===== config.mk =====
export PLATFORM = sky130hd
export DESIGN_NAME = lts_cell
export DESIGN_NICKNAME = d
export VERILOG_FILES = /design/src/rtl/core/lts_pkg.sv /design/src/rtl/core/lts_cell.sv
export SDC_FILE = /design/constraint.sdc
export NUM_CORES = 1
export LEC_CHECK = 0
export ABC_CLOCK_PERIOD_IN_PS = 3200
export BUFFER_PORTS_ARGS = -buffer_cell sky130_fd_sc_hd__buf_2
export CAP_MARGIN = 20
export CORE_MARGIN = 1.5
export CORE_UTILIZATION = 41
export DETAILED_ROUTE_END_ITERATION = 16
export PLACE_DENSITY_LB_ADDON = 0.2
export SLEW_MARGIN = 20
export SYNTH_ARGS = -nofsm -noshare
export SYNTH_HDL_FRONTEND = slang
export SYNTH_SLANG_ARGS = --single-unit
export TNS_END_PERCENT = 20

===== constraint.sdc =====
create_clock -name aclk -period 3.2 [get_ports aclk]
set_input_delay 0.16 -clock aclk [delete_from_list [all_inputs] [get_ports aclk]]
set_output_delay 0.16 -clock aclk [all_outputs]
set_load 0.02 [all_outputs]

===== src/rtl/core/lts_pkg.sv =====
// Shared types and constants for the lap time statistics block.
// No dependencies; every other file of the block imports this package.
`timescale 1ns / 1ps

package lts_pkg;

    localparam int MAX_LAPS    = 64;
    localparam int LAP_W       = 32;
    localparam int CNT_W       = $clog2(MAX_LAPS + 1);
    localparam int TOTAL_W     = 34;
    localparam int COUNT_OUT_W = 7;
    localparam int BEST_K      = 3;

    // Result tdata layout, lowest bit first.
    localparam int FAST_LSB   = 0;
    localparam int MEDIAN_LSB = FAST_LSB + LAP_W;
    localparam int TOTAL_LSB  = MEDIAN_LSB + LAP_W;
    localparam int COUNT_LSB  = TOTAL_LSB + TOTAL_W;
    localparam int RES_BITS   = COUNT_LSB + COUNT_OUT_W;
    localparam int M_DATA_W   = ((RES_BITS + 7) / 8) * 8;

    typedef logic [LAP_W-1:0] lap_t;

    // What one cell shows to its neighbours.
    typedef struct packed {
        lap_t val;
        logic valid;
        logic keep;
    } cell_link_t;

    // Broadcast control for the whole chain.
    typedef struct packed {
        logic insert;
        logic shift;
        lap_t lap;
    } cell_ctrl_t;

    typedef enum logic [2:0] {
        ST_COLLECT = 3'b001,
        ST_DRAIN   = 3'b010,
        ST_FINISH  = 3'b100
    } lts_state_t;

endpackage


===== src/rtl/core/lts_cell.sv =====
// One slot of the sorted insertion chain.
// Depends on lts_pkg for the link and control types.
`timescale 1ns / 1ps

module lts_cell (
    input  logic                aclk,
    input  logic                aresetn,
    input  lts_pkg::cell_ctrl_t ctrl,
    input  lts_pkg::cell_link_t left_in,
    input  lts_pkg::cell_link_t right_in,
    output lts_pkg::cell_link_t link_out
);
    import lts_pkg::*;

    lap_t val_reg, val_next;
    logic valid_reg, valid_next;
    logic keep;

    // A cell keeps its value when it holds a lap no larger than the new one,
    // so equal laps land behind those already stored.
    assign keep = valid_reg && (val_reg <= ctrl.lap);

    always_comb begin
        val_next   = val_reg;
        valid_next = valid_reg;
        if (ctrl.shift) begin
            val_next   = right_in.val;
            valid_next = right_in.valid;
        end else if (ctrl.insert) begin
            valid_next = valid_reg | left_in.valid;
            if (!keep) begin
                val_next = left_in.keep ? ctrl.lap : left_in.val;
            end
        end
    end

    always_ff @(posedge aclk) begin
        if (!aresetn) begin
            valid_reg <= 1'b0;
        end else begin
            valid_reg <= valid_next;
        end
        val_reg <= val_next;
    end

    assign link_out = '{val: val_reg, valid: valid_reg, keep: keep};

endmodule


======== After elaboration in Yosys (flattened, before gate mapping) ========
Cells that the tools add are included.
W data, S select, Z words.
word-level totals
  output and inout port bits .............. 34
  input port bits ......................... 104
  register bits ........................... 33
cells by class
  reductions and logical operators ........ 3
  muxes and demuxes ....................... 6
  magnitude comparators ................... 1
  equal/unequal tests ..................... 1
  bitwise logic cells ..................... 1
operator list
  cell                  number
  $mux W32              4
  $le A32 B32 Y1        1
  $mux W1               2
  $ne A2 B1 Y1 const B  1
  $reduce_and A2 Y1     1
  $reduce_bool A2 Y1    1
  $logic_and A1 B1 Y1   1
  $or A1 B1 Y1          1

======== Depth between registers and ports, before layout ========
Gate-level depths: netlist of run 1.
  depth in word-level cells ............... 5
  mapped depth ............................ 8
  gate-level depth less buffers ........... 7

======== Worst setup path after synthesis of run 1 ========
Ideal clock, no wire load.
  path kind ............................... register -> register
  from .................................... register val_reg[15]
  to ...................................... register val_reg[0], enable pin
  clock period less this slack ............ 3.624 ns
  data arrival time ....................... 3.184 ns
  path buffers ............................ 0
  required time ........................... 2.760 ns
  setup time .............................. 0.440 ns
  slack ................................... -0.424 ns
  cell stages (with the launch flop) ...... 6
  path through ............................ edfxtp_1 > ha_1 > nand4_2 > a2111oi_2 > o31ai_1 > a41oi_1
between the ends
  cells in the longest elaborated chain, start to end .. 4
RTL lines
  what                                line            text
  from (decl)                         lts_cell.sv:15  lap_t val_reg, val_next;
  from (signal assigned)              lts_cell.sv:43  val_reg <= val_next;
  $le A32 B32 Y1                      lts_cell.sv:21  assign keep = valid_reg && (val_reg <= ctrl.lap);
  $logic_and A1 B1 Y1                 lts_cell.sv:21
  $ne A2 B1 Y1 (no source line)       -
  $reduce_and A2 Y1 (no source line)  -
Every way passes these cells.
A chain may end at the register's enable or synchronous reset.

======== Final worst setup path of run 1 ========
  from .................................... register val_reg[15]
  to ...................................... register val_reg[29], enable pin
Same word-level chain as after synthesis.

==> results.cfg, run 1 <==
[timing]
maxSlewHeadroom_pct = 33.64
hold_slack_ns = 0.1203
finalMaxSlewViolations = 0
clock-skew-final_ns = 0.007356
worst_pin_slew_ns = 0.9953
finalCriticalPeriod_ns = 2.516
max_freq_ghz = 0.3975
timing.final.crit_share_pct = 78.62
hold_viol_final = 0
fin_tns_setup_ns = 0
grt_setup_unrepaired = false
setup_ws_ns = 0.6841
setup_viol = 0

[detailed_routing]
highest_layer = met4
wl_met2_um = 3049
ant_nets = 0
drc = 0
totalWireLength_um = 6087
drtPass1Iterations = 4
vias = 2331
wl_met3_um = 393
first_iter_violations = 65
wire_per_inst_um = 12.95
vias_per_cell = 4.960
wl_met1_um = 2598

[floorplanning]
die_h_um = 81.63
dieWidth_um = 81.63
initial_core_util_pct = 42.56
ios = 138
fp-row-count = 28
core_area_um2 = 5956
design.die.area_um2 = 6663

[layout]
final_nets = 530
regArea_um2 = 980.9
syn2layout_area_growth_pct = 33.46
stdcell_area_um2 = 3383
fillers = 563
final_core_util_pct = 56.81
largest_register_ff_count = 32
multiInputGateArea_um2 = 1388
num_antenna_cells = 0
drive_above_1_share_pct = 38.73

[clock_network]
cts_max_level = 2
ctsHoldBuffers = 0
insertion_delay_ns = 0.28
cts-resized-gates = 0
numCtsBuffers = 5
cts_tree = yes
clock-root-buffer = clkbuf_8
clock_path_buffers = 2
clock_sinks = 33
post-cts-setup-buffers = 0
clk_transition_reported_paths_ns = 0.07

[synthesis]
synth_area_leaders = edfxtp_1 38%, ha_1 16%, mux2i_1 13%
async_flop_share_pct = 0
syn_area_per_cell_um2 = 9.712
synth.yosys.seq_area_share_pct = 38.70
synthTopCellsByCount = 36 x nand2_1, 33 x inv_1, 32 x edfxtp_1, 32 x ha_1, 32 x mux2i_1
yosysTopAreaCellShare_pct = 37.91
yosys.cell_types.count = 33
ys_ff_latch = 33
synthCells = 261
syn_nets = 397
yosysWarnings = 0
synthFlopType = edfxtp_1
synth.most_common_cell = nand2_1
synth_area_leader_cell = edfxtp_1
synth_edf_count = 32
syn_area_um2 = 2535

[power_and_ir_drop]
swShare_pct = 32.68
p_int_mw = 0.8602
power.density_nw_per_um2 = 377.7
ir_drop_v = 0.0002105
clockPowerShare_pct = 23.5
power_switching_mw = 0.4176
seq_power_share_pct = 43.8
combPwrFrac_pct = 32.7
power.leakage_nw = 1.802

[placement]
placed_area_um2 = 3302
dp_hpwl_um = 4859
portBuffers = 136
globalplace.congestion = 0.7611
dp_slack_ns = 0.6429

[grt]
grt_max_degree = 65
antenna_found_initial = 0
grt_pass1_wl_um = 9149
grt_pass1_vias = 2136
grt_usage_pct = 18.20
grt_overflow_total = 0

[critical_path]
worstSetupPathType = reg -> reg
r2r-start = val_reg[15]$_DFFE_PP_
slowest_stage = a41oi_4
startpoint_type = flip-flop
r2r_setup_slack_ns = 0.68
required_ns = 3.19
slowest_delay_ns = 0.50
critPathArrivalTime_ns = 2.51
cp_max_fo = 10
worstReg2RegEnd = val_reg[29]$_DFFE_PP_
crit_end = val_reg[29]$_DFFE_PP_
endpoint_kind = flip-flop
path_cells = ha_1 > nand4_2 > a2111oi_2 > o31ai_1 > a41oi_4 > buf_4
crit_start = val_reg[15]$_DFFE_PP_
reg2reg_depth = 6

[outcome]
status = finished clean

[job]
drv_cap = 0

[hold_path]
hold_depth = 3
hold_class = in -> reg
==> metrics by stage <==
stage	instances	total power, mW
floorplan	261	0.8276
global placement	462	0.9835
detailed placement	462	0.9936
CTS	470	1.297
global route	470	1.361
finish	470	1.278
==> metal layers <==
metal	global-route usage, %	vias up
met5	0	-
met4	5.932	0
met3	4.556	4
met2	31.82	73
met1	21.81	1045
li1	-	1209
==> kinds of logic (layout without fill, tap and decap cells) <==
logic type,count (synthesis),after routing,synth area share (%)
AO/OA/AOI/OAI,63,63,14.81
AND/OR/NAND/NOR,55,55,10.76
buffers and inverters,46,180,7.305
flip-flops,33,33,38.70
adder cells (fa/ha/maj),32,32,15.79
multiplexers,32,32,12.64
==> worst min path at each step <==
stage	start	end	slack (ns)
final	aresetn	valid_reg$_SDFFE_PN0P_	0.12
after global routing	aresetn	valid_reg$_SDFFE_PN0P_	0.13
after CTS	aresetn	valid_reg$_SDFFE_PN0P_	0.11
after detailed placement	aresetn	valid_reg$_SDFFE_PN0P_	0.42
after global placement	aresetn	valid_reg$_SDFFE_PN0P_	0.42
after floorplan	aresetn	valid_reg$_SDFFE_PN0P_	0.30
==> power groups by stage <==
stage / Sequential, mW / Clock (mW) / Combinational [mW]
floorplan: 0.628 / 0 / 0.200
global placement: 0.566 / 0 / 0.417
detailed placement: 0.570 / 0 / 0.424
CTS: 0.561 / 0.311 / 0.426
global route: 0.566 / 0.325 / 0.470
finish: 0.560 / 0.300 / 0.418
==> layout make-up <==
cell class	count	share of cell area [%]
inverter	33	3.661
clock buffer	5	2.034
tap	75	2.774
multi-input combinational	182	41.01
sequential	33	28.99
timing repair buffer	139	21.15
clock inverter	3	0.3698
==> layout by cell type, fill, tap and decap left out <==
cell type | Yosys | final
a2111oi_2 | 1 | 1
ha_1 | 32 | 32
o211ai_2 | 1 | 1
a41o_1 | 1 | 1
buf_2 | 4 | 136
buf_4 | 2 | 2
nand4_2 | 2 | 2
and3_1 | 1 | 1
o21ai_1 | 13 | 13
a21o_1 | 3 | 3
clkinv_1 | 0 | 2
a41oi_4 | 0 | 1
nor2b_2 | 1 | 1
a221o_1 | 1 | 1
nor3_1 | 1 | 1
o21a_1 | 1 | 1
nand3_1 | 4 | 4
nand2_1 | 36 | 36
mux2i_1 | 32 | 32
nor4_1 | 1 | 1
buf_12 | 0 | 1
o21ai_0 | 22 | 22
inv_1 | 33 | 33
a211oi_2 | 1 | 1
a21oi_1 | 14 | 14
nor2_1 | 2 | 2
edfxtp_1 | 32 | 32
a31o_1 | 1 | 1
clkbuf_8 | 0 | 5
o211ai_1 | 1 | 1
nand4_1 | 6 | 6
dfxtp_1 | 1 | 1
a211oi_1 | 1 | 1
nor4_4 | 1 | 1
clkinv_2 | 0 | 1
o31ai_1 | 1 | 1
==> critical path: cells and delay by family, from the launching register on <==
family | cells | cell delay [ns]
flip-flops | 1 | 0.39
adder cells (fa/ha/maj) | 1 | 0.34
AO/OA/AOI/OAI | 3 | 1.05
AND/OR/NAND/NOR | 1 | 0.18
buffers and inverters | 1 | 0.27
Note: power is estimated with default switching activity, not from simulation.
==> run 2: changes to the inputs <==
- ABC_CLOCK_PERIOD_IN_PS: 3200 -> 2400
- CORE_UTILIZATION: 41 -> 45
- clock period: 3.2 -> 2.4 ns (I/O delays scaled with it)
==> run 2 against run 1 <==
Compared with the run above:
- hold slack worse by 0.027 ns
- utilization is 7.4 points higher
- register-to-register slack worse by 0.58 ns
- combinational power is 43% higher
- global-route usage is 3.3 points higher
- sequential share of layout area is 1.1 points lower
- die area is 8.6% lower
- non-clock buffer count is 4 higher
- clock power is 45% higher
==> results.cfg, run 2 (synthesized netlist as in run 1, its figures left out) <==
[layout]
final_common_cell = buf_2
syn2layout_area_growth_pct = 38.60
drive_above_1_share_pct = 40.60
mostFrequentLayoutCells = 135 x buf_2, 36 x nand2_1, 33 x inv_1
final_core_util_pct = 64.20
final_nets = 534
largest_register_ff_count = 32
fillers = 518
layout.cells.non_filler = 471
stdcell_area_um2 = 3513
num_antenna_cells = 0

[detailed_routing]
wire_per_inst_um = 12.97
vias = 2330
vias_per_cell = 4.947
ant_nets = 0
drc = 0
drtPass1Iterations = 4
totalWireLength_um = 6107
first_iter_violations = 76

[timing]
setup_ws_ns = 0.1029
worst_pin_slew_ns = 0.5351
maxSlewHeadroom_pct = 64.33
max_freq_ghz = 0.4353
timing.final.crit_share_pct = 95.71
clock-skew-final_ns = 0.006323
grt_setup_unrepaired = false
finalCriticalPeriod_ns = 2.297
finalMaxSlewViolations = 0
hold_slack_ns = 0.09361
hold_viol_final = 0
setup_viol = 0

[hold_path]
hold_depth = 3
hold_class = in -> reg
worstHoldStart = aresetn
hold_end = valid_reg$_SDFFE_PN0P_

[grt]
antenna_found_initial = 0
grt_pass1_wl_um = 10420
grt_pass1_vias = 2425
grt_max_degree = 34
grt_overflow_total = 0
grt_usage_pct = 21.45

[floorplanning]
core_area_um2 = 5473
design.die.area_um2 = 6093
fp-row-count = 27
die_h_um = 78.06
ios = 138
dieWidth_um = 78.06
initial_core_util_pct = 46.32

[critical_path]
required_ns = 2.28
cp_max_fo = 3
endpoint_kind = output pin
critical-path-top-delay-family = compound AO/OA/AOI/OAI gates
startpoint_type = flip-flop
r2r_setup_slack_ns = 0.10
reg2reg_depth = 7
path_cells = ha_1 > nand4_1 > nor2_1 > a221o_1 > a211oi_4 > a31o_1 > buf_4
slowest_delay_ns = 0.39
r2r-start = val_reg[23]$_DFFE_PP_
worstReg2RegEnd = val_reg[5]$_DFFE_PP_
path_buf_inv = 1
slowest_stage = edfxtp_1
critPathArrivalTime_ns = 2.18
worstSetupPathType = reg -> out

[clock_network]
cts_max_level = 2
insertion_delay_ns = 0.28
numCtsBuffers = 5
clock_path_buffers = 2
clock_sinks = 33
clk_transition_reported_paths_ns = 0.07
cts_tree = yes
ctsHoldBuffers = 0
clock-root-buffer = clkbuf_8

[outcome]
status = finished clean

[job]
drv_cap = 0

[power_and_ir_drop]
ir_drop_v = 0.0002760
power.density_nw_per_um2 = 507.4
power.leakage_nw = 1.830

[placement]
dp_slack_ns = 0.1703
placed_area_um2 = 3356
dp_hpwl_um = 5022
portBuffers = 136
globalplace.congestion = 0.7491
place_inst = 462
run 2: cell types whose count changed in the layout (fill, tap and decap cells not counted), sizes merged:
cell	change
clkinv	-3
clkbuf	+3
buf	+4
run 2: worst max-delay path by stage:
stage / slack [ns] / from / cells past startpoint / end
final: 0.10 / val_reg[26]$_DFFE_PP_ / 7 / link_out[0]
after global routing: 0.001 / val_reg[25]$_DFFE_PP_ / 7 / link_out[0]
after CTS: 0.001 / val_reg[23]$_DFFE_PP_ / 7 / link_out[0]
after detailed placement: 0.17 / val_reg[23]$_DFFE_PP_ / 7 / val_reg[31]$_DFFE_PP_
after global placement: 0.21 / val_reg[23]$_DFFE_PP_ / 7 / val_reg[31]$_DFFE_PP_
after floorplan: -0.15 / val_reg[1]$_DFFE_PP_ / 6 / val_reg[0]$_DFFE_PP_
run 2: what timing repair did:
item / 4_1_cts / 5_1_grt
resized for setup: 0 / 7
endpoints found under the setup margin: 0 / 29
setup buffers: 0 / 1
run 2: power by group:
group / switching (mW) / internal [mW]
combinational: 0.333 / 0.265
clock: 0.200 / 0.234
sequential: 0.0371 / 0.713
run 2: through the flow:
step | power (mW) | setup TNS (ns)
2_1_floorplan | 1.113 | -4.788
3_3_place_gp | 1.321 | 0
3_5_place_dp | 1.338 | 0
4_1_cts | 1.776 | 0
5_1_grt | 1.905 | 0
6_report | 1.783 | 0
run 2: tightest hold or removal path, cell delays in order:
cell	delay (ns)
buf_2	0.11
o21ai_1	0.06
a21oi_1	0.04
run 2: per-layer routing:
layer | vias up | track usage, % | wire, µm
met4 | 0 | 4.821 | 68
met3 | 7 | 5.349 | 402
met5 | - | 0 | 0
li1 | 1211 | - | -
met1 | 1034 | 25.89 | 2755
met2 | 78 | 38.43 | 2880
run 2: cell type report:
class                      instances  area [µm²]  area share, %
clock buffer                       8       90.09          2.564
sequential                        33       980.9          27.92
timing repair buffer             143       760.7          21.65
tap                               72       90.09          2.564
inverter                          33       123.9          3.526
multi-input combinational        182        1468          41.77
==> run 3: changes to the inputs <==
- BUFFER_PORTS_ARGS: -buffer_cell sky130_fd_sc_hd__buf_2 -> not set
- CORE_MARGIN: 1.5 -> 1
- CORE_UTILIZATION: 45 -> 47
- DONT_BUFFER_PORTS: not set -> 1
==> run 3 against run 2 <==
Compared with the run above:
- utilization shrank 6.4 points
- power decreased by 8.6%
- global-route usage fell by 2.3 points
- register-to-register slack improved by 0.02 ns
- critical path type is now reg -> reg
- largest cell class unchanged
- largest power group unchanged
==> results.cfg, run 3 (synthesized netlist as in run 1, its figures left out) <==
[timing]
hold_viol_final = 0
clock-skew-final_ns = 0.005259
finalCriticalPeriod_ns = 2.274
maxSlewHeadroom_pct = 69.48
timing.final.crit_share_pct = 94.75
worst_pin_slew_ns = 0.4572
max_freq_ghz = 0.4398
setup_viol = 0
finalMaxSlewViolations = 0
grt_setup_unrepaired = true
setup_ws_ns = 0.1260
fin_tns_setup_ns = 0

[floorplanning]
design.die.area_um2 = 5691
fp-row-count = 26
die_h_um = 75.44
ios = 138
initial_core_util_pct = 49.32
dieWidth_um = 75.44
core_area_um2 = 5140

[detailed_routing]
vias_per_cell = 5.450
first_iter_violations = 73
drc = 0
ant_nets = 0
drtPass1Iterations = 4
wire_per_inst_um = 15.33
vias = 1973
totalWireLength_um = 5550

[grt]
grt_usage_pct = 19.15
grt_pass1_wl_um = 7997
grt_max_degree = 67
grt_overflow_total = 0
grt_pass1_vias = 1827
antenna_found_initial = 0

[clock_network]
clock_path_buffers = 2
numCtsBuffers = 5
cts_max_level = 2
insertion_delay_ns = 0.28
clk_transition_reported_paths_ns = 0.06
clock-root-buffer = clkbuf_8
cts_tree = yes
clock_sinks = 33

[critical_path]
startpoint_type = flip-flop
critPathArrivalTime_ns = 2.26
r2r-start = val_reg[23]$_DFFE_PP_
path_cells = ha_1 > nand4_1 > nor4_4 > o31ai_2 > a41oi_4 > buf_4
slowest_stage = edfxtp_1
reg2reg_depth = 6
slowest_delay_ns = 0.40
worstReg2RegEnd = val_reg[16]$_DFFE_PP_
endpoint_kind = flip-flop
worstSetupPathType = reg -> reg
required_ns = 2.39
cp_max_fo = 9
r2r_setup_slack_ns = 0.13

[layout]
mostFrequentLayoutCells = 36 x nand2_1, 36 x buf_4, 33 x inv_1
drive_above_1_share_pct = 17.81
final_nets = 428
syn2layout_area_growth_pct = 17.23
layout.cells.non_filler = 362
final_core_util_pct = 57.81
largest_register_ff_count = 32
num_antenna_cells = 0
fillers = 468

[hold_path]
worstHoldStart = right_in[1]
hold_depth = 2
hold_end = valid_reg$_SDFFE_PN0P_
hold_class = in -> reg

[job]
drv_cap = 0

[outcome]
status = finished clean

[placement]
dp_hpwl_um = 4339
place_inst = 353
portBuffers = 0
dp_slack_ns = 0.02548
globalplace.congestion = 0.7234

[power_and_ir_drop]
power.density_nw_per_um2 = 548.2
ir_drop_v = 0.0003069
power.leakage_nw = 1.417
total_power_mw = 1.629
==> run 3: cell count changes in the layout (fill, tap and decap cells not counted), sizes merged <==
cell,delta
clkbuf,-2
clkinv,+1
buf,-107
dlygate4sd3,+1
==> run 3: layout make-up <==
cell class                      instances  area [µm²]  area share, %
Multi-Input combinational cell        182        1423          47.87
Timing Repair Buffer                   37       280.3          9.432
Inverter                               33       123.9          4.168
Tap cell                               70       87.58          2.947
Clock inverter                          1       3.754         0.1263
Clock buffer                            6       72.57          2.442
Sequential cell                        33       980.9          33.01
==> run 3: stage by stage <==
step | hold slack, ns | cell area [µm²]
after global placement | 0.2737 | 2865
after global routing | 0.03089 | 2972
after CTS | 0.01311 | 2952
after detailed placement | 0.2867 | 2865
final | 0.02233 | 2972
after floorplan | 0.2618 | 2576
==> run 3: where the power goes <==
part	switching [mW]	total (mW)	internal, mW
registers	0.0397	0.753	0.714
logic	0.264	0.483	0.218
clock network	0.198	0.393	0.195
total	0.502	1.63	1.13
==> run 3: worst max-delay path: cells and delay by family (launching register included) <==
family	cells	cell delay [ns]
adder cells (fa/ha/maj)	1	0.33
buffers and inverters	1	0.24
AO/OA/AOI/OAI	2	0.45
AND/OR/NAND/NOR	2	0.56
flip-flops	1	0.40
==> run 3: per-layer routing <==
metal  wire length, µm  vias up  global-route usage, %
met2              2729       80                  33.53
met1              2434      884                  23.19
li1                  -     1003                      -
met5                 0        -                      0
met3               311        6                  3.704
met4                74        0                  7.613
==> run 3: how the worst max path moves through the flow <==
stage	startpoint	endpoint	slack, ns	cells after the start
floorplan	val_reg[1]$_DFFE_PP_	val_reg[0]$_DFFE_PP_	-0.15	6
global route	val_reg[23]$_DFFE_PP_	val_reg[21]$_DFFE_PP_	-0.02	6
global placement	val_reg[23]$_DFFE_PP_	val_reg[22]$_DFFE_PP_	0.06	6
CTS	val_reg[23]$_DFFE_PP_	val_reg[19]$_DFFE_PP_	0.005	6
finish	val_reg[23]$_DFFE_PP_	val_reg[16]$_DFFE_PP_	0.13	6
detailed placement	val_reg[23]$_DFFE_PP_	val_reg[22]$_DFFE_PP_	0.03	6
==> run 3: what timing repair did <==
action,in CTS,in global routing
resized for setup,0,2
endpoints found under the setup margin,0,29
hold buffers,1,0
hold endpoints to repair,1,0
buffers inserted,0,1
